### config.mk
export PLATFORM = sky130hd
export DESIGN_NAME = ifm_back
export DESIGN_NICKNAME = d
export VERILOG_FILES = /design/src/rtl/ifm_pkg.sv /design/src/rtl/ifm_back.sv
export SDC_FILE = /design/constraint.sdc
export NUM_CORES = 1
export LEC_CHECK = 0
export ABC_CLOCK_PERIOD_IN_PS = 12480
export BUFFER_PORTS_ARGS = -buffer_cell sky130_fd_sc_hd__buf_4
export CELL_PAD_IN_SITES_DETAIL_PLACEMENT = 1
export CELL_PAD_IN_SITES_GLOBAL_PLACEMENT = 1
export CORE_ASPECT_RATIO = 0.9
export CORE_UTILIZATION = 45
export DETAILED_ROUTE_END_ITERATION = 16
export GPL_TIMING_DRIVEN = 0
export PLACE_DENSITY = 0.86
export SYNTH_ARGS = -nofsm -noshare
export SYNTH_HDL_FRONTEND = slang
export SYNTH_SLANG_ARGS = --single-unit
### constraint.sdc
create_clock -name clk -period 12.48 [get_ports clk]
set_clock_uncertainty 0.05 [all_clocks]
set_input_delay 0.624 -clock clk [delete_from_list [all_inputs] [get_ports clk]]
set_output_delay 0.624 -clock clk [all_outputs]
set_load 0.01 [all_outputs]
### src/rtl/ifm_pkg.sv
// ----------------------------------------------------------------------------
// ifm_pkg
// Types and constants shared by the 3x3 image filter: register codes,
// filter modes, result classes and the queue entry format.
// ----------------------------------------------------------------------------
package ifm_pkg;

    localparam int PIX_W       = 8;
    localparam int ROW_W       = 16;
    localparam int OUT_COL_W   = 10;
    localparam int WIDTH_REG_W = 11;
    localparam int CFG_INDEX_W = 4;
    localparam int CFG_DATA_W  = 16;

    // register indexes of the configuration port
    localparam logic [CFG_INDEX_W-1:0] REG_FILTER_MODE  = 4'd0;
    localparam logic [CFG_INDEX_W-1:0] REG_IMAGE_WIDTH  = 4'd1;
    localparam logic [CFG_INDEX_W-1:0] REG_IMAGE_HEIGHT = 4'd2;
    localparam logic [CFG_INDEX_W-1:0] REG_MAX_GREY     = 4'd3;

    localparam logic [WIDTH_REG_W-1:0] WIDTH_RESET  = 11'd1024;
    localparam logic [ROW_W-1:0]       HEIGHT_RESET = 16'd1024;
    localparam logic [PIX_W-1:0]       GREY_RESET   = 8'd255;

    // queue between front and back
    localparam int QUEUE_DEPTH = 4;
    localparam int QPTR_W      = $clog2(QUEUE_DEPTH);
    localparam int QCNT_W      = $clog2(QUEUE_DEPTH + 1);

    // floor(x / 9) = (x * DIV9_MUL) >> DIV9_SHIFT for x < 32768
    localparam int SUM_W       = 12;
    localparam int DIV9_MUL_W  = 13;
    localparam logic [DIV9_MUL_W-1:0] DIV9_MUL = 13'd7282;
    localparam int DIV9_SHIFT  = 16;

    typedef enum logic [1:0] {
        MODE_SMOOTH  = 2'd0,
        MODE_INVERT  = 2'd1,
        MODE_EDGE    = 2'd2,
        MODE_SHARPEN = 2'd3
    } mode_t;

    typedef enum logic [2:0] {
        CLS_ZERO,
        CLS_INVERT,
        CLS_SMOOTH,
        CLS_EDGE,
        CLS_SHARPEN
    } cls_t;

    typedef struct packed {
        mode_t                  filter_mode;
        logic [WIDTH_REG_W-1:0] image_width;
        logic [ROW_W-1:0]       image_height;
        logic [PIX_W-1:0]       max_grey;
    } cfg_t;

    typedef struct packed {
        cls_t                      cls;
        logic [8:0][PIX_W-1:0]     win;
        logic [ROW_W-1:0]          row;
        logic [OUT_COL_W-1:0]      col;
    } q_entry_t;

endpackage

### src/rtl/ifm_back.sv
// ----------------------------------------------------------------------------
// ifm_back
// Carries out the filter arithmetic in two stages: window sums, then the
// divide by nine and the output register.
// ----------------------------------------------------------------------------
module ifm_back import ifm_pkg::*; (
    input  logic                 clk,
    input  logic                 rst_n,
    input  logic [PIX_W-1:0]     max_grey,
    input  logic                 q_valid,
    input  q_entry_t             q_entry,
    output logic                 pop,
    output logic                 res_valid,
    input  logic                 res_ready,
    output logic [PIX_W-1:0]     pixel_out,
    output logic                 out_valid,
    output logic [ROW_W-1:0]     out_row,
    output logic [OUT_COL_W-1:0] out_col
);

    localparam int PROD_W = SUM_W + DIV9_MUL_W;

    logic                  b1_valid_reg;
    cls_t                  b1_cls_reg;
    logic [SUM_W-1:0]      b1_div_reg;
    logic [PIX_W-1:0]      b1_direct_reg;
    logic [ROW_W-1:0]      b1_row_reg;
    logic [OUT_COL_W-1:0]  b1_col_reg;

    logic                  res_valid_reg;
    logic [PIX_W-1:0]      pixel_out_reg;
    logic                  out_valid_reg;
    logic [ROW_W-1:0]      out_row_reg;
    logic [OUT_COL_W-1:0]  out_col_reg;

    logic                  out_load;
    logic                  b1_load;
    logic [SUM_W-1:0]      sum;
    logic [PIX_W-1:0]      ctr;
    logic signed [11:0]    lap;
    logic [SUM_W-1:0]      lap_abs;
    logic signed [12:0]    sharp;
    logic [PIX_W-1:0]      sharp_val;
    logic [PIX_W-1:0]      inv_val;
    logic [SUM_W-1:0]      div_next;
    logic [PIX_W-1:0]      direct_next;
    logic [PROD_W-1:0]     prod;
    logic [PIX_W-1:0]      quot;
    logic [PIX_W-1:0]      val_next;

    assign out_load = !res_valid_reg || res_ready;
    assign b1_load  = !b1_valid_reg || out_load;
    assign pop      = q_valid && b1_load;

    assign ctr = q_entry.win[4];

    always_comb
    begin
        sum = '0;
        for (int k = 0; k < 9; k++)
        begin
            sum = sum + SUM_W'(q_entry.win[k]);
        end
    end

    // 4-neighbour laplacian and sharpen value (10*c - window sum)
    assign lap = $signed({2'b00, ctr, 2'b00})
               - $signed({4'b0000, q_entry.win[1]}) - $signed({4'b0000, q_entry.win[3]})
               - $signed({4'b0000, q_entry.win[5]}) - $signed({4'b0000, q_entry.win[7]});
    assign lap_abs = (lap < 0) ? SUM_W'(-lap) : SUM_W'(lap);
    assign sharp = $signed({2'b00, ctr, 3'b000}) + $signed({4'b0000, ctr, 1'b0})
                 - $signed({1'b0, sum});

    always_comb
    begin
        if (sharp < 0)
        begin
            sharp_val = '0;
        end
        else if (sharp > $signed({5'b00000, max_grey}))
        begin
            sharp_val = max_grey;
        end
        else
        begin
            sharp_val = PIX_W'(sharp);
        end
        inv_val = (q_entry.win[8] > max_grey) ? '0 : max_grey - q_entry.win[8];
    end

    always_comb
    begin
        div_next    = '0;
        direct_next = '0;
        unique case (q_entry.cls)
            CLS_SMOOTH:  div_next    = sum;
            CLS_EDGE:    div_next    = lap_abs;
            CLS_SHARPEN: direct_next = sharp_val;
            CLS_INVERT:  direct_next = inv_val;
            default:     direct_next = '0;
        endcase
    end

    always_ff @(posedge clk or negedge rst_n)
    begin
        if (!rst_n)
        begin
            b1_valid_reg  <= 1'b0;
            res_valid_reg <= 1'b0;
        end
        else
        begin
            if (b1_load)
            begin
                b1_valid_reg <= q_valid;
            end
            if (out_load)
            begin
                res_valid_reg <= b1_valid_reg;
            end
        end
    end

    always_ff @(posedge clk)
    begin
        if (pop)
        begin
            b1_cls_reg    <= q_entry.cls;
            b1_div_reg    <= div_next;
            b1_direct_reg <= direct_next;
            b1_row_reg    <= q_entry.row;
            b1_col_reg    <= q_entry.col;
        end
    end

    // divide by nine as multiply by reciprocal
    assign prod = PROD_W'(b1_div_reg) * PROD_W'(DIV9_MUL);
    assign quot = prod[DIV9_SHIFT +: PIX_W];

    always_comb
    begin
        unique case (b1_cls_reg)
            CLS_SMOOTH, CLS_EDGE:     val_next = quot;
            CLS_SHARPEN, CLS_INVERT:  val_next = b1_direct_reg;
            default:                  val_next = '0;
        endcase
    end

    always_ff @(posedge clk)
    begin
        if (out_load && b1_valid_reg)
        begin
            pixel_out_reg <= val_next;
            out_valid_reg <= (b1_cls_reg != CLS_ZERO);
            out_row_reg   <= b1_row_reg;
            out_col_reg   <= b1_col_reg;
        end
    end

    assign res_valid = res_valid_reg;
    assign pixel_out = pixel_out_reg;
    assign out_valid = out_valid_reg;
    assign out_row   = out_row_reg;
    assign out_col   = out_col_reg;

endmodule

---- Yosys cells after proc, flatten, opt, wreduce, memory -nomap -nowiden ----
Cells that the tools add are included.
storage, ports and cells
  memories ................................ 0
  word-level logic and storage cells ...... 56
  latch bits .............................. 0
  register bits ........................... 86
  ROM bits ................................ 0
  output and inout port bits .............. 37
  memory bits (writable) .................. 0
operators by class
  bitwise logic cells ..................... 0
  reductions and logical operators ........ 9
  add/sub/neg operators ................... 16
  equality and inequality tests ........... 8
  shift-type cells ........................ 0
  magnitude comparators ................... 4
  multiply operators ...................... 1
  mux-type cells .......................... 7
  div/mod/pow operators ................... 0
operator list
  kind                    count
  $add 12x8->12           4
  $pmux 8 s2              2
  $mux 8                  3
  $pmux 12 s2             1
  $sub 12x9->12           2
  $mul 12x12->23 const B  1
  $gt 13x9->1             1
  $lt 13x1->1 const B     1
  $sub 12x12->13          1
  $add 11x8->12           1
  $add 11x9->12           1
  $eq 3x2->1 const B      4
  $lt 12x1->1 const B     1
  $mux 12                 1
  $neg 12->12             1
  $sub 11x9->12           1
  $add 10x8->11           1
  $sub 10x8->11           1
  $add 9x8->10            1
  $add 8x8->9             1
  $gt 8x8->1              1
  $sub 8x8->8             1
  $eq 3x1->1 const B      2
  $eq 3x3->1 const B      2
  5 further kinds         9

---- Logic depth before layout (Yosys ltp) ----
Gate-level depths: netlist (run 1).
  depth after elaboration ................. 13
  gate-level depth with buffers ........... 27

---- Least setup slack after synthesis (run 1) ----
Ideal clock, no wire load.
  path kind ............................... in2reg
  start ................................... input q_entry[28] (netlist name)
  end ..................................... register b1_direct_reg[0] (data pin)
  buffers on the path ..................... 0
  arrival ................................. 6.616 ns
  data required time ...................... 12.151 ns
  setup slack ............................. 5.534 ns
  stages .................................. 26
  cell sequence ........................... inv_1 fa_1 inv_1 fa_1 fa_1 inv_1 fa_1 inv_1 ha_1 inv_1 fa_1 nor2b_1 o21ai_0 a21boi_0 o21ai_0 nand2_1 xnor2_1 fa_1 ha_1 a21o_1 a21o_1 a211o_1 a2111oi_0 nand4_1 mux2i_1 o22ai_1
on the way
  word-level cells in the longest chain between the ends .. 13
  elaborated cells on any way between the ends .. 14
  classes of those cells .................. add/sub (9); order compare (2); mux (3)
ends and longest elaborated chain
  item                          RTL line         source
  start, declared               ifm_back.sv:11   input q_entry_t q_entry,
  $add 8x8->9 *                 ifm_back.sv:62   sum = sum + SUM_W'(q_entry.win[k]);
  $add 9x8->10 *                ifm_back.sv:62
  $add 10x8->11 *               ifm_back.sv:62
  $add 11x8->12 *               ifm_back.sv:62
  $add 12x8->12 * (4 in a row)  ifm_back.sv:62
  $sub 12x12->13 *              ifm_back.sv:72   - $signed({1'b0, sum});
  $gt 13x9->1                   ifm_back.sv:80   else if (sharp > $signed({5'b00000, max_grey}))
  $mux 8                        ifm_back.sv:80
  $mux 8 *                      ifm_back.sv:76   if (sharp < 0)
  $pmux 8 s2 *                  ifm_back.sv:95   unique case (q_entry.cls)
  named net direct_next[0]      ifm_back.sv:46   logic [PIX_W-1:0] direct_next;
  end signal, assigned          ifm_back.sv:130  b1_direct_reg <= direct_next;
  end, declared                 ifm_back.sv:26   logic [PIX_W-1:0] b1_direct_reg;
Mark *: on every way through the listed nets, which the timed path passes. The rest lies on a longest branch.
A chain may end at the register's enable or synchronous reset.

---- Worst setup path after layout (run 1) ----
  start ................................... input q_entry[28] (netlist name)
  end ..................................... register b1_direct_reg[1] (data pin)
Same word-level chain as after synthesis.

==> impl_metrics.ini, run 1 <==
[die]
die-area_um2 = 21200
die_h_um = 138
die_w_um = 154
rows = 49
ioPinCount = 150
initial_core_util_pct = 46.2
fp.coreArea_um2 = 20100

[clocking]
cts_resized = 0
postCtsSetupRepairBufs = 0
cts_tree = done
htreeDepth = 3
clock_latency_ps = 350
path_clk_slew_ps = 70
cts_root_buf = clkbuf_16
clk_path_buf_depth = 2
numCtsBuffers = 9
cts_sinks = 86
cts-hold-fix-buffers = 1

[critical_path]
start_kind = input port
cpPeakStageDelay_ps = 620
cp_data_required_time_ps = 12490
crit_type = in2reg
crit_arrival_ps = 8140
cpMaxStageDelayCell = nand4_1
crit_path_frequent_cell = fa_1
r2r_end = pixel_out[6]
r2r-start = b1_div_reg[5]
startpoint = q_entry[28]
path_max_fanout = 8
end_kind = register
worst-r2r-cell-count = 16
cp-endpoint = b1_direct_reg[1]
reg2reg_slack_ps = 7210

[place]
place_inst = 1264
place_hpwl_um = 21300
post_dp_cell_area_um2 = 10800
gp_congestion = 0.867
io_buffers = 149

[route]
drt-wirelength-per-cell_um = 20.3
wl_um = 26000
ant_nets = 0
route.detailed.drc = 0
vias_per_cell = 5.38
drt_iter0_drc = 314
firstDrtPassIters = 6
num_vias = 6893

[logic_synthesis]
synth_top_family_by_area = adder cells
synth-edff-count = 84
synthMuxAreaShare_pct = 1.24
ys_top_cells_by_area = edfxtp_1 (27%), fa_1 (23%), ha_1 (17%), inv_1 (8.6%), xnor2_1 (3.3%)
synth_warnings = 0
synth_cell_type_count = 58
yosysSeqAreaShare_pct = 27.7
synth_ff_type = edfxtp_1
synth_area_um2 = 9300
yosys.area.top_type = edfxtp_1
yosysTopAreaCellShare_pct = 27.1
async_reset_ff_share_pct = 2.33
synth-xor-area-share_pct = 5.18
synth_common_cells = inv_1 (214), ha_1 (129), fa_1 (107)
synth-compound-area-share_pct = 10.6
synthCells = 858
synthSimpleGateAreaFrac_pct = 6.15
yosys_register_bits = 86
synth_most_common_cell = inv_1
synthAdderAreaFrac_pct = 40.4
avgSynthCellArea_um2 = 10.8
syn_nets = 1207

[finish]
stdcell_area_um2 = 11100
fin_cells = 1281
n_fill_cell = 2223
drive_above_1_share_pct = 17.3
antenna_cells = 0
fin_nets = 1370
syn2layout_area_growth_pct = 19.6

[global_route]
grt_usage_pct = 25.9
antenna_found_initial = 0
grt_first_pass_wirelength_um = 42100
grt-ovfl-total = 0
grt_pass1_vias = 7933
grt_max_degree = 36

[sta]
tightestPinTransition_ps = 944
rsz0062_at_grt = false
period_minus_slack_ps = 8130
slew_headroom_pct = 36.8
hold_viol_final = 0
fmax_ghz = 0.123
period_share_pct = 65.1
final.setup.tns_ps = 0
setup_viol = 0
slew_viol_final = 0

[worst_hold_path]
hp-class = reg2reg

[flow_run]
maxCapViolations = 0

[outcome]
outcome = finished, final reports clean
through the flow:
stage	hold WS (ps)	util [%]	worst slack, ps
after floorplan	278	-	5530
after global placement	350	53.4	4470
after detailed placement	356	53.7	4180
after CTS	368	55.3	4360
after global routing	374	55.3	4100
final	364	55.3	4350
cell usage in the layout, fill, tap and decap left out, drive strengths merged, types with 11 or more instances in the layout:
master	instances
buf	152
xor2	20
a21o	23
edfxtp	84
nand2	22
fa	107
nor2	22
o22ai	19
clkbuf	11
xnor2	35
inv	218
o21ai	19
a21oi	27
nor2b	12
ha	129
final cells by class:
cell class	instances	area, µm²	share of cell area [%]
buffer	3	11.3	0.101
clock buffer	9	225	2.02
tap	255	319	2.87
timing repair buffer	152	1180	10.6
sequential	86	2570	23.1
clock inverter	7	88.8	0.799
inverter	214	803	7.22
multi-input combinational	555	5930	53.3
worst max-delay path: cells and delay by family:
kind                       cells  cell delay (ps)
xor gates and xnor gates       1              380
AOI/OAI and AO/OA              8             2030
and+or+nand+nor                3              800
buffers and inverters          6              390
muxes                          1              450
adders and majority gates      8             3460
worst min-delay path by stage:
stage | cells after the start | end | from
finish | 0 | out_row[12] | b1_row_reg[12]
global route | 0 | out_row[1] | b1_row_reg[1]
CTS | 0 | out_row[12] | b1_row_reg[12]
detailed placement | 1 | b1_valid_reg | rst_n
global placement | 0 | out_row[2] | b1_row_reg[2]
floorplan | 0 | b1_valid_reg | rst_n
per-layer routing:
metal	part of all wire (%)	wire length, µm	vias to the layer above	track usage [%]
met5	0	0	-	0
met4	3.6	926	0	10.2
met3	3.5	900	62	3.35
li1	-	-	3185	-
met1	40	10400	3474	30.3
met2	53	13800	172	47.9
logic make-up (layout without fill, tap and decap cells):
| group | Yosys count | in the layout |
|---|---|---|
| adders and majority gates | 236 | 236 |
| buffers and inverters | 217 | 385 |
| AOI/OAI and AO/OA | 143 | 143 |
| and+or+nand+nor | 110 | 110 |
| DFF | 86 | 86 |
| xor gates and xnor gates | 55 | 55 |
| muxes | 11 | 11 |
Power of run 1 is not shown: default switching activity piles up to over one toggle a cycle in this logic, so the estimate is an artifact.
==> run 2, diff against run 1 <==
--- a/config.mk
+++ b/config.mk
@@ -5,7 +5,7 @@
 export SDC_FILE = /design/constraint.sdc
 export NUM_CORES = 1
 export LEC_CHECK = 0
-export ABC_CLOCK_PERIOD_IN_PS = 12480
+export ABC_CLOCK_PERIOD_IN_PS = 7500
 export BUFFER_PORTS_ARGS = -buffer_cell sky130_fd_sc_hd__buf_4
 export CELL_PAD_IN_SITES_DETAIL_PLACEMENT = 1
 export CELL_PAD_IN_SITES_GLOBAL_PLACEMENT = 1
==> constraint.sdc (replaced) <==
create_clock -name clk -period 7.5 [get_ports clk]
set_clock_uncertainty 0.05 [all_clocks]
set_input_delay 0.375 -clock clk [delete_from_list [all_inputs] [get_ports clk]]
set_output_delay 0.375 -clock clk [all_outputs]
set_load 0.01 [all_outputs]
==> run 2 against run 1 <==
  * Via count down 0.22%
  * Sequential share of layout area fell by 0.075 points
  * Die area unchanged
  * Final area increased by 0.33%
  * Largest cell class unchanged
==> impl_metrics.ini, run 2 (same netlist as run 1, synthesis figures left out) <==
[global_route]
antenna_found_initial = 0
grt_usage_pct = 25.9
grt_first_pass_wirelength_um = 42200
grt_max_degree = 36
grt_pass1_vias = 7943
grt-ovfl-total = 0

[clocking]
cts_tree = done
path_clk_slew_ps = 70
clk_path_buf_depth = 2
cts_root_buf = clkbuf_16
numCtsBuffers = 9
htreeDepth = 3
cts_sinks = 86
clock_latency_ps = 350

[route]
firstDrtPassIters = 4
route.detailed.drc = 0
ant_nets = 0
vias_per_cell = 5.36
drt-wirelength-per-cell_um = 20.3
wl_um = 26000
drt_iter0_drc = 306
num_vias = 6878

[critical_path]
crit_family = adder cells
crit_type = in2reg
end_kind = register
path_buf_inv = 8
startpoint = q_entry[28]
crit_path_frequent_cell = fa_1
r2r-start = b1_div_reg[5]
path_max_fanout = 7
reg2reg_slack_ps = 2220
crit_arrival_ps = 7190
cpMaxStageDelayCell = fa_1
start_kind = input port
cp_data_required_time_ps = 7500
cpPeakStageDelay_ps = 550

[sta]
setup_viol = 0
slew_headroom_pct = 37.7
slew_viol_final = 0
hold_viol_final = 0
fmax_ghz = 0.139
whs_ps = 143
rsz0062_at_grt = false
period_minus_slack_ps = 7190
tightestPinTransition_ps = 930
period_share_pct = 95.9

[finish]
n_fill_cell = 2218
regArea_um2 = 2570
antenna_cells = 0
syn2layout_area_growth_pct = 20.0
final_cell_mix = inv_1 (214), buf_4 (150), ha_1 (129)
layout_commonest_cell = inv_1
fin_nets = 1372
multi_input_comb_area_um2 = 5930
drive_above_1_share_pct = 17.5
fin_cells = 1283

[place]
place_inst = 1264
place_hpwl_um = 21300
io_buffers = 149
gp_congestion = 0.867

[die]
die_w_um = 154
rows = 49
fp.coreArea_um2 = 20100
initial_core_util_pct = 46.2
die_h_um = 138
ioPinCount = 150
die-area_um2 = 21200

[outcome]
outcome = finished, final reports clean

[worst_hold_path]
worstHoldStart = q_entry[25]
hp-class = in2reg

[flow_run]
maxCapViolations = 0
## run 2: per-layer routing
metal / vias up / global-route usage (%) / share of wire [%]
met5: - / 0 / 0
met4: 0 / 9.16 / 2.8
met3: 46 / 4.01 / 3.4
met2: 161 / 48.1 / 54
met1: 3485 / 30.2 / 40
li1: 3186 / - / -
## run 2: path summary, 6_finish.rpt
kind,endpoint,cells after the start
min in group asynchronous,res_valid,2
hold / removal,b1_row_reg[15],1
setup / recovery,b1_direct_reg[3],29
setup reg to reg,pixel_out[7],16
max in group asynchronous,b1_valid_reg,2
hold reg to reg,out_row[12],0
## run 2: repair_timing
action                                 CTS  global route
pin swaps                                1             0
hold buffers                             1             0
buffers inserted                         2             0
gates resized for setup                  0             3
endpoints found under the hold margin    2             0
setup endpoints to repair                8             8
gates cloned                             0             0
## run 2: stage by stage
stage	worst slack (ps)	setup TNS (ps)	utilization, %	instance area [µm²]
6_report	309	0	55.5	11200
5_1_grt	5.74	0	55.5	11200
4_1_cts	78.4	0	55.4	11100
3_5_place_dp	-546	-4050	53.7	10800
3_3_place_gp	-257	-1890	53.4	10700
2_1_floorplan	803	0	-	9300
## run 2: final cells by class
type | count | area share [%]
tap | 255 | 2.86
sequential | 86 | 23.1
timing repair buffer | 154 | 10.8
inverter | 214 | 7.20
clock inverter | 7 | 0.796
clock buffer | 9 | 2.02
multi-input combinational | 555 | 53.2
buffer | 3 | 0.101
## run 2: worst register-to-register path, stage by stage (launching register included)
cell and delay [ps]:
edfxtp_1 520, fa_1 530, ha_1 310, ha_1 300, inv_1 60, fa_1 500, fa_1 550, inv_1 40
ha_1 310, a21o_1 160, a21o_1 160, a21o_1 190, a22oi_1 250, a31oi_1 270, a211oi_1 420, xnor2_1 200
a22o_1 230
Power of run 2 is left out for the same reason.
