$ cat config.mk
export PLATFORM = sky130hd
export DESIGN_NAME = ifm_queue
export DESIGN_NICKNAME = d
export VERILOG_FILES = /design/src/rtl/ifm_pkg.sv /design/src/rtl/ifm_queue.sv
export SDC_FILE = /design/constraint.sdc
export NUM_CORES = 1
export LEC_CHECK = 0
export ABC_AREA = 1
export BUFFER_PORTS_ARGS = -buffer_cell sky130_fd_sc_hd__buf_2
export CORE_AREA = 3 3 132 230
export DETAILED_ROUTE_END_ITERATION = 10
export DIE_AREA = 0 0 135 233
export GPL_ROUTABILITY_DRIVEN = 0
export MAX_ROUTING_LAYER = met4
export PLACE_DENSITY = 0.88
export SYNTH_ARGS = -nofsm -noshare
export SYNTH_HDL_FRONTEND = slang
export SYNTH_SLANG_ARGS = --single-unit
$ cat constraint.sdc
create_clock -name clk -period 4.3 [get_ports clk]
set_input_delay 0.43 -clock clk [delete_from_list [all_inputs] [get_ports clk]]
set_output_delay 0.43 -clock clk [all_outputs]
set_load 0.01 [all_outputs]
$ cat src/rtl/ifm_pkg.sv
// ----------------------------------------------------------------------------
// ifm_pkg
// Types and constants shared by the 3x3 image filter: register codes,
// filter modes, result classes and the queue entry format.
// ----------------------------------------------------------------------------
package ifm_pkg;

    localparam int PIX_W       = 8;
    localparam int ROW_W       = 16;
    localparam int OUT_COL_W   = 10;
    localparam int WIDTH_REG_W = 11;
    localparam int CFG_INDEX_W = 4;
    localparam int CFG_DATA_W  = 16;

    // register indexes of the configuration port
    localparam logic [CFG_INDEX_W-1:0] REG_FILTER_MODE  = 4'd0;
    localparam logic [CFG_INDEX_W-1:0] REG_IMAGE_WIDTH  = 4'd1;
    localparam logic [CFG_INDEX_W-1:0] REG_IMAGE_HEIGHT = 4'd2;
    localparam logic [CFG_INDEX_W-1:0] REG_MAX_GREY     = 4'd3;

    localparam logic [WIDTH_REG_W-1:0] WIDTH_RESET  = 11'd1024;
    localparam logic [ROW_W-1:0]       HEIGHT_RESET = 16'd1024;
    localparam logic [PIX_W-1:0]       GREY_RESET   = 8'd255;

    // queue between front and back
    localparam int QUEUE_DEPTH = 4;
    localparam int QPTR_W      = $clog2(QUEUE_DEPTH);
    localparam int QCNT_W      = $clog2(QUEUE_DEPTH + 1);

    // floor(x / 9) = (x * DIV9_MUL) >> DIV9_SHIFT for x < 32768
    localparam int SUM_W       = 12;
    localparam int DIV9_MUL_W  = 13;
    localparam logic [DIV9_MUL_W-1:0] DIV9_MUL = 13'd7282;
    localparam int DIV9_SHIFT  = 16;

    typedef enum logic [1:0] {
        MODE_SMOOTH  = 2'd0,
        MODE_INVERT  = 2'd1,
        MODE_EDGE    = 2'd2,
        MODE_SHARPEN = 2'd3
    } mode_t;

    typedef enum logic [2:0] {
        CLS_ZERO,
        CLS_INVERT,
        CLS_SMOOTH,
        CLS_EDGE,
        CLS_SHARPEN
    } cls_t;

    typedef struct packed {
        mode_t                  filter_mode;
        logic [WIDTH_REG_W-1:0] image_width;
        logic [ROW_W-1:0]       image_height;
        logic [PIX_W-1:0]       max_grey;
    } cfg_t;

    typedef struct packed {
        cls_t                      cls;
        logic [8:0][PIX_W-1:0]     win;
        logic [ROW_W-1:0]          row;
        logic [OUT_COL_W-1:0]      col;
    } q_entry_t;

endpackage

$ cat src/rtl/ifm_queue.sv
// ----------------------------------------------------------------------------
// ifm_queue
// Short register queue between the classifying front and the arithmetic back.
// ----------------------------------------------------------------------------
module ifm_queue import ifm_pkg::*; (
    input  logic              clk,
    input  logic              rst_n,
    input  logic              push,
    input  q_entry_t          push_entry,
    input  logic              pop,
    output logic              q_valid,
    output q_entry_t          q_entry,
    output logic [QCNT_W-1:0] q_count
);

    q_entry_t            slot_reg [QUEUE_DEPTH];
    logic [QPTR_W-1:0]   head_reg;
    logic [QPTR_W-1:0]   tail_reg;
    logic [QCNT_W-1:0]   count_reg;
    logic [QCNT_W-1:0]   count_next;

    always_comb
    begin
        count_next = count_reg;
        if (push && !pop)
        begin
            count_next = count_reg + QCNT_W'(1);
        end
        else if (pop && !push)
        begin
            count_next = count_reg - QCNT_W'(1);
        end
    end

    always_ff @(posedge clk or negedge rst_n)
    begin
        if (!rst_n)
        begin
            head_reg  <= '0;
            tail_reg  <= '0;
            count_reg <= '0;
        end
        else
        begin
            count_reg <= count_next;
            if (push)
            begin
                tail_reg <= QPTR_W'((QPTR_W+1)'(tail_reg) + (QPTR_W+1)'(1));
            end
            if (pop)
            begin
                head_reg <= QPTR_W'((QPTR_W+1)'(head_reg) + (QPTR_W+1)'(1));
            end
        end
    end

    always_ff @(posedge clk)
    begin
        if (push)
        begin
            slot_reg[tail_reg] <= push_entry;
        end
    end

    assign q_valid = (count_reg != '0);
    assign q_entry = slot_reg[head_reg];
    assign q_count = count_reg;

endmodule

Yosys cells after proc, flatten, opt, wreduce, memory -nomap -nowiden
Memories as Yosys holds them, arrays and structs flattened. Index checks and enable logic that the tools add are counted.

Bits in registers: 7. Bits in writable memories: 404. Bits of input ports: 105. Logic and storage cells: 18. Memories: 1.

$add $sub $neg: 4. Multiplexer cells: 4. Reduce and logical (&&, ||, !) cells: 6.

Memory list: slot_reg (words 4, bits a word 101, rd ports 1, clocked after memory_dff 0, write ports 1, RTL line ifm_queue.sv:16) `q_entry_t slot_reg [QUEUE_DEPTH];`.

Operators by type and width (count): 3-bit two-way mux (2); 2-bit by 1-bit adder with 2-bit output, second input constant (2); 3-bit by 1-bit adder with 3-bit output, second input constant (1); 3-bit nonzero test (1); 3-bit by 1-bit subtractor with 3-bit output, second input constant (1); 1-bit logical AND (2); 1-bit logical NOT (2); 1-bit two-way mux (2); 2-bit nonzero test (1).

Logic depth before layout (Yosys ltp)
Gate-level depths: netlist of the first run.

Word-level depth: 4. Mapped depth: 9. Depth with buffers taken out: 9.

Worst setup path before layout of the first run
Ideal clock, no wire load.

Path kind: input port to flip-flop. Start: in push. End: mem slot_reg[0][0] (netlist bit) (enable). Library setup time: 455 ps. Data arrival time: 2676 ps. Required time: 3845 ps. Slack: 1170 ps. Cell stages on the path: 3. Path buffers: 1. Cell sequence: clkbuf_1 -> nand2_1 -> inv_1.

Cells in the longest elaborated chain, start to end: 2.

Ends and longest elaborated chain: from (decl) (RTL line ifm_queue.sv:8) `input logic push,`; 1-bit two-way mux (RTL line ifm_queue.sv:59) `if (push)`; 1-bit two-way mux (implied by the code) (RTL line ifm_queue.sv:61) `slot_reg[tail_reg] <= push_entry;`; to (decl) (RTL line ifm_queue.sv:16).

Every way passes these cells.

==> qor.csv, run 1 <==
metric,value,unit
outcome,completed,
seq_area_frac_synth,74.4,%
clk_root_buffer_cell,clkbuf_16,
timing.critical_path.arrival,2.60,ns
endpoint_of_the_most_critical_register_to_register_path,slot_reg[0][24],
drt_pass1_iterations,6,
cp-end-kind,output port,
fillerInstances,1972,
relSlewSlack,17.8,%
instances_no_fill,1830,
final_antenna_net_count,0,
most-common-layout-cells,"edfxtp_1 (404), nand2_1 (317), inv_1 (209), buf_2 (209), o211ai_1 (202)",
synth-edff-count,404,
drcViolationCount,0,
buffer_ports.inserted,209,
crit_required,3.87,ns
ws_path_type,reg2out,
viasPerCell,5.36,
ys_types,16,
synth.cell_area,16500,µm²
static_power_due_to_leakage,7.52,nW
start_kind,register,
timing.critical_path.slowest_cell_delay,0.88,ns
critical_path.startpoint,head_reg[1],
timing.hold.worst.class,in2reg,
num_vias,9810,
finalHoldViolations,0,
critical_path.slowest_cell,buf_4,
clkTransAtPathRegs,0.07,ns
fmax,0.330,GHz
cell_count_of_the_worst_reg_to_reg_path,5,
largest_net_degree_at_the_start_of_global_routing,113,
hpwlAfterDp,20.5,mm
final_max_slew_viol_count,0,
clockBufferDepth,3,
routed_len_inst,18.5,µm
post_route_cell_area,18800,µm²
vias_in_the_first_global_route,9869,
worst-slew-pin-transition,1.23,ns
multiInputGateArea,2840,µm²
floorplan.core_area,28600,µm²
pwr_dens,684,nW/µm²
antenna_found_initial,8,
post_route_cells_drive_above_1_share,19.3,%
clk_latency,0.51,ns
fin_worst_skew,0.0110,ns
fp-row-count,82,
placed_cells_incl_taps,1758,
synthToLayoutAreaGrowth,13.4,%
synth_top_area_share,73.4,%
ys_warns,0,
synth.ff_latch_count,411,
flip_flop_count_of_the_largest_register_after_layout,404,
die-area,31500,µm²
chip_height,233,µm
clkSinkCount,411,
final-seq-area,12300,µm²
ys_dominant_reg_cell,edfxtp_1,
worstPathMaxFanout,93,
gr-total-overflow,0,
finalSetupViolCount,0,
global_route_wire_length_before_repair,51.7,mm
post_synth_main_area_contributors,"edfxtp_1 (73%), o211ai_1 (9.2%), nand2_1 (7.2%)",
fin_setup_tns,0,ns
endpoint,q_entry[78],
die_width,135,µm
rsz0062_at_grt,false,
r2r_slack,1.99,ns
cts_made_buffers,35,
path_cells,"buf_4, o211ai_1, nand2_1, buf_2",
syn-instance-count,1226,
ioPinCount,210,
avgSynthCellArea,13.5,µm²
power.ir.vdd_worst,0.000704,V
synth_async_sr_flop_share,1.70,%
maxcap_viol_count,0,
layout.cells.most_common,edfxtp_1,
grt.total_usage,22.0,%
totalWireLength,33.9,mm
period_share,70.4,%
dpl_cell_area,17600,µm²
final.min_clock_period,3.03,ns
rr_startpoint,tail_reg[0],
initialDrtViolationCount,790,
synth_top_cell_by_area,edfxtp_1,
starting_density,57.8,%
final_net_count,1529,
synth_fp_nets,1337,
cts-htree-levels,2,
cts_tree,yes,
## cells by family (layout without fill, tap and decap cells)
logic type	count (synthesis)	after routing	synth area share [%]
and+or+nand+nor	320	320	7.29
DFF	411	411	74.4
AOI/OAI and AO/OA	203	203	9.20
buffers and inverters	282	500	8.36
other	0	8	0
xor gates and xnor gates	4	4	0.212
adders and majority gates	6	6	0.499
## cell type report
class                      count  share of cell area (%)
clock buffer                  46                    5.22
antenna                        8                   0.107
timing repair buffer         223                    6.42
multi-input combinational    533                    15.2
inverter                     214                    4.35
clock inverter                17                   0.554
tap                          378                    2.52
sequential                   411                    65.7
## through the flow
| stage | util [%] | total power [mW] | hold slack [ns] | setup WS [ns] |
|---|---|---|---|---|
| global route | 65.5 | 13.6 | 0.111 | 1.12 |
| global placement | 61.6 | 9.80 | 0.275 | 1.81 |
| detailed placement | 61.6 | 9.97 | 0.278 | 1.80 |
| finish | 65.5 | 12.8 | 0.130 | 1.27 |
| floorplan | - | 8.62 | 0.134 | 1.17 |
| CTS | 65.4 | 13.0 | 0.102 | 1.23 |
## how the worst min path moves through the flow
stage	from	endpoint	cells after the start
after floorplan	rst_n	head_reg[0]	0
after global placement	rst_n	tail_reg[0]	1
after global routing	push_entry[97]	slot_reg[2][97]	1
after detailed placement	rst_n	tail_reg[1]	1
final	push_entry[98]	slot_reg[0][98]	1
after CTS	push_entry[67]	slot_reg[1][67]	1
## metal layers
metal / track usage, % / up-vias / share of wire, %
met4: 9.21 / 0 / 3.7
li1: - / 4646 / -
met2: 38.5 / 298 / 54
met3: 4.07 / 80 / 5.7
met1: 24.7 / 4786 / 37
met5: - / - / 0
## critical path: cells and delay by family, from the launching register on
kind | cells | cell delay [ns]
DFF | 1 | 0.50
buffers and inverters | 2 | 1.02
and+or+nand+nor | 1 | 0.15
AOI/OAI and AO/OA | 1 | 0.34
## cell usage after synthesis, drive strengths merged (3+ instances only)
master and number:
o211ai 202, xor2 3, buf 64, nand2 317
clkbuf 4, inv 214, dfrtp 7, edfxtp 404
ha 5
## power breakdown
group	switching (mW)	internal (mW)	leakage (nW)
registers	0.311	5.24	3.79
clock network	1.32	1.67	0.535
logic	2.88	1.41	3.20
total	4.51	8.32	7.52
## timing repair
| item | 4_1_cts | 5_1_grt |
|---|---|---|
| hold endpoints to repair | 7 | 0 |
| hold buffers | 1 | 0 |
| gates resized for setup | 0 | 0 |
| setup buffers | 0 | 0 |
Note: power is estimated with default switching activity, not from simulation.
==> run 2: changes to the inputs <==
Settings changed: ABC_AREA 1 to 0, CORE_AREA 3 3 132 230 to 3 3 127 221, DIE_AREA 0 0 135 233 to 0 0 130 224.
Clock period 4.3 ns to 3 ns, I/O delays scaled along.
==> qor.csv, run 2 <==
metric,value,unit
mux_contribution_to_synthesized_area,15.2,%
ys_types,20,
hold-path-endpoint,slot_reg[1][54],
min_from,push_entry[54],
ys_warns,0,
power.ir.vdd_worst,0.000611,V
synth_fa_ha_area_share,0.549,%
synth-edff-count,404,
synthToLayoutAreaGrowth,24.3,%
period_share,88.5,%
global_route_wire_length_before_repair,46.2,mm
synth.ff_latch_count,411,
viasPerCell,5.71,
fin_worst_skew,0.0138,ns
avgSynthCellArea,26.8,µm²
clockBufferDepth,3,
hpwlAfterDp,18.0,mm
hold_depth,1,
static_power_due_to_leakage,6.49,nW
worstPathMaxFanout,24,
post_cts_buffers,0,
cts_tree,yes,
endpoint_of_the_most_critical_register_to_register_path,slot_reg[0][46],
final.min_clock_period,2.65,ns
post_route_cell_area,18700,µm²
critical_path.slowest_cell,dfrtp_4,
synth-compound-area-share,0.0333,%
final_net_count,1017,
ys_dominant_reg_cell,edfxtp_1,
gr-total-overflow,0,
start_kind,register,
initialDrtViolationCount,520,
timing.critical_path.arrival,2.35,ns
fmax,0.377,GHz
synth_top_cell_by_area,edfxtp_1,
starting_density,56.5,%
grt.total_usage,22.1,%
worst-slew-pin-transition,0.628,ns
fin_setup_tns,0,ns
finalSetupViolCount,0,
routed_len_inst,24.3,µm
buffer_ports.inserted,209,
dpl_cell_area,16500,µm²
synth_async_sr_flop_share,1.70,%
relSlewSlack,58.1,%
cts-htree-levels,2,
die_width,130,µm
layout.cells.most_common,edfxtp_1,
final_max_slew_viol_count,0,
clkSinkCount,411,
floorplan.core_area,26600,µm²
cell_count_of_the_worst_reg_to_reg_path,4,
yosysMostFrequentCell,edfxtp_1,
r2r_slack,1.08,ns
most-common-layout-cells,"edfxtp_1 (404), buf_2 (209), mux4_2 (101)",
synth.cell_area,15000,µm²
crit_buf_inv,2,
antenna_found_initial,6,
path_cells,"buf_12, mux4_2, buf_2",
die-area,29100,µm²
ws_path_type,reg2out,
drt_pass1_iterations,5,
cp-end-kind,output port,
cts_made_buffers,36,
timing.critical_path.slowest_cell_delay,0.79,ns
instances_no_fill,1261,
fp-row-count,79,
seq_area_frac_synth,81.9,%
synth_top_area_share,80.7,%
post_synth_main_area_contributors,"edfxtp_1 (81%), mux4_2 (15%), dfrtp_1 (1.2%)",
clk_root_buffer_cell,clkbuf_16,
post_route_cells_drive_above_1_share,41.9,%
timing.hold.worst.class,in2reg,
ioPinCount,210,
final_antenna_net_count,0,
synth_top_family_by_area,multiplexers,
drcViolationCount,0,
maxcap_viol_count,0,
placed_cells_incl_taps,1093,
xor_xnor_cell_area_share_of_the_yosys_netlist,0.350,%
outcome,completed,
clk_latency,0.52,ns
rsz0062_at_grt,false,
finalHoldViolations,0,
vias_in_the_first_global_route,7862,
totalWireLength,30.7,mm
yosys.area_share.simple,0.283,%
flip_flop_count_of_the_largest_register_after_layout,404,
pwr_dens,944,nW/µm²
critical_path_s_top_delay_family,flip-flops,
cell_types_with_the_highest_counts_after_synthesis,"edfxtp_1 (404), mux4_2 (101), buf_2 (9)",
clkTransAtPathRegs,0.07,ns
largest_net_degree_at_the_start_of_global_routing,46,
synth_fp_nets,672,
crit_required,2.70,ns
chip_height,224,µm
num_vias,7198,
rr_startpoint,tail_reg[0],
syn-instance-count,561,
run 2: changes by cell type after synthesis, moves of 2 or more:
cell      change
mux4_2      +101
o211ai_1    -202
inv_1       -210
clkbuf_1      -2
buf_12        +7
nand2_1     -315
buf_2        -16
buf_6        -38
buf_4         +3
and2_1        +4
run 2: through the flow:
step	worst slack, ns	power (mW)	hold WS [ns]	util [%]
2_1_floorplan	0.692	11.3	0.00441	-
3_3_place_gp	0.886	13.0	0.146	62.1
3_5_place_dp	0.871	13.1	0.155	62.1
4_1_cts	0.303	17.8	0.0000165	70.2
5_1_grt	0.202	18.4	0.0129	70.3
6_report	0.345	17.6	0.0191	70.3
run 2: worst max path at each step:
| stage | start | endpoint | depth (start not counted) |
|---|---|---|---|
| after floorplan | tail_reg[0] | slot_reg[2][0] | 3 |
| after CTS | head_reg[0] | q_entry[70] | 3 |
| after global placement | head_reg[0] | q_entry[74] | 3 |
| final | head_reg[0] | q_entry[50] | 3 |
| after detailed placement | head_reg[0] | q_entry[25] | 3 |
| after global routing | head_reg[0] | q_entry[50] | 3 |
run 2: power breakdown:
part           internal (mW)  switching (mW)
Sequential              7.51           0.491
Combinational           2.45            2.64
Clock                   2.63            1.93
Total                   12.6            5.06
run 2: cell type report:
| cell class | count | area [µm²] |
|---|---|---|
| well taps | 324 | 405 |
| clock buffers | 44 | 962 |
| clock inverters | 19 | 195 |
| diodes | 6 | 15.0 |
| repair buffers | 330 | 2300 |
| multi-input cells | 123 | 2480 |
| flip-flops and latches | 411 | 12300 |
| fillers | 1470 | 7900 |
| inverters | 4 | 15.0 |
run 2: kinds of logic after synthesis:
family	after synthesis
xor+xnor	6
fa+ha+maj	6
simple gates	8
flops	411
compound gates	1
mux	102
buf+inv	27
run 2: routing by layer:
layer  GRT usage, %  routed length, µm  vias up
li1               -                  -     3114
met1           26.2              11100     3723
met2           37.5              16800      283
met3           3.56               1420       78
met4           9.77               1380        0
met5              -                  0        -
run 2: worst reg2reg max path, stage by stage (launching register included):
cell and delay [ns]:
dfrtp_1 0.42, inv_1 0.10, ha_1 0.14, and2_4 0.51, buf_4 0.43
run 2: what timing repair did:
action	CTS	global route
hold buffers	99	0
resized for setup	0	0
hold endpoints to repair	394	0
==> run 3: changes to the inputs <==
Settings changed: CORE_AREA 3 3 127 221 to 3 3 140 243, DIE_AREA 0 0 130 224 to 0 0 143 246, PLACE_DENSITY 0.88 to 0.76.
==> qor.csv, run 3 (synthesis results as in run 2) <==
metric,value,unit
outcome,completed,
chip_height,246,µm
layout.cells.most_common,edfxtp_1,
period_share,85.2,%
synthToLayoutAreaGrowth,25.4,%
start_kind,register,
clockBufferDepth,3,
pre_cts_ws,0.927,ns
fillerInstances,2278,
cts-htree-levels,2,
instances_no_fill,1335,
die_width,143,µm
cts_made_buffers,37,
finalSetupViolCount,0,
num_vias,7046,
clkSinkCount,411,
antenna_found_initial,6,
power.ir.vdd_worst,0.000793,V
fp-row-count,87,
final_net_count,1014,
critical_path.slowest_cell,dfrtp_4,
timing.hold.worst.class,in2reg,
grt.total_usage,17.4,%
hpwlAfterDp,16.8,mm
ws_path_type,reg2out,
rsz0062_at_grt,false,
final_core_util,58.3,%
final_max_slew_viol_count,0,
cts_tree,yes,
buffer_ports.inserted,209,
timing.critical_path.slowest_cell_delay,0.72,ns
post_route_cells_drive_above_1_share,41.6,%
starting_density,46.5,%
flip_flop_count_of_the_largest_register_after_layout,404,
path_cells,"buf_4, mux4_2, buf_2",
vias_in_the_first_global_route,7873,
drt_pass1_iterations,4,
gr-total-overflow,0,
maxcap_viol_count,0,
clk_root_buffer_cell,clkbuf_16,
pwr_dens,940,nW/µm²
finalHoldViolations,0,
totalWireLength,29.1,mm
most-common-layout-cells,"edfxtp_1 (404), buf_2 (209), dlygate4sd3_1 (102)",
cp-end-kind,output port,
crit_required,2.70,ns
relSlewSlack,57.5,%
static_power_due_to_leakage,6.50,nW
post_cts_buffers,0,
ioPinCount,210,
routed_len_inst,21.8,µm
fin_worst_skew,0.00860,ns
hold_slack,0.0370,ns
drcViolationCount,0,
initialDrtViolationCount,379,
floorplan.core_area,32300,µm²
worstPathMaxFanout,21,
clk_latency,0.52,ns
worst-slew-pin-transition,0.638,ns
final.min_clock_period,2.56,ns
global_route_wire_length_before_repair,44.7,mm
largest_net_degree_at_the_start_of_global_routing,102,
timing.critical_path.arrival,2.26,ns
dpl_cell_area,16600,µm²
post_route_cell_area,18800,µm²
viasPerCell,5.28,
die-area,35200,µm²
cts_hold_repair.buffers,102,
fmax,0.391,GHz
fin_setup_tns,0,ns
final_antenna_net_count,0,
placed_cells_incl_taps,1162,
total_power,17.7,mW
clkTransAtPathRegs,0.06,ns
postCtsResizedCells,0,
worst_slack,0.443,ns
[run 3: final cells by class]
class	count	area [µm²]	share of cell area, %
flip-flops and latches	411	12300	65.3
multi-input cells	123	2480	13.2
repair buffers	326	2300	12.2
clock buffers	44	995	5.28
well taps	400	500	2.66
clock inverters	21	225	1.19
inverters	4	15.0	0.0797
diodes	6	15.0	0.0797
[run 3: layer usage]
metal	global-route usage, %	wire length [µm]
met2	30.1	15900
met1	19.3	10500
met3	3.15	1310
met4	8.09	1350
met5	-	0
[run 3: worst paths after layout]
| check | depth (start not counted) | start | end | slack (ns) |
|---|---|---|---|---|
| setup / recovery | 3 | head_reg[0] | q_entry[3] | 0.44 |
| hold / removal | 2 | pop | head_reg[0] | 0.04 |
| setup reg to reg | 4 | tail_reg[0] | slot_reg[2][48] | 1.11 |
| hold reg to reg | 1 | q_count[2] | q_count[2] | 0.51 |
| max in group asynchronous | 2 | rst_n | head_reg[0] | 2.67 |
| min in group asynchronous | 2 | rst_n | q_count[2] | 0.14 |
[run 3: report_power, final]
group / total, mW / switching (mW) / internal, mW
logic: 5.10 / 2.66 / 2.44
registers: 7.91 / 0.403 / 7.51
clock network: 4.70 / 1.97 / 2.73
[run 3: critical path: cells and delay by family (launching register included)]
kind,cells,cell delay [ns]
flip-flops,1,0.72
multiplexers,1,0.53
buffers and inverters,2,0.49
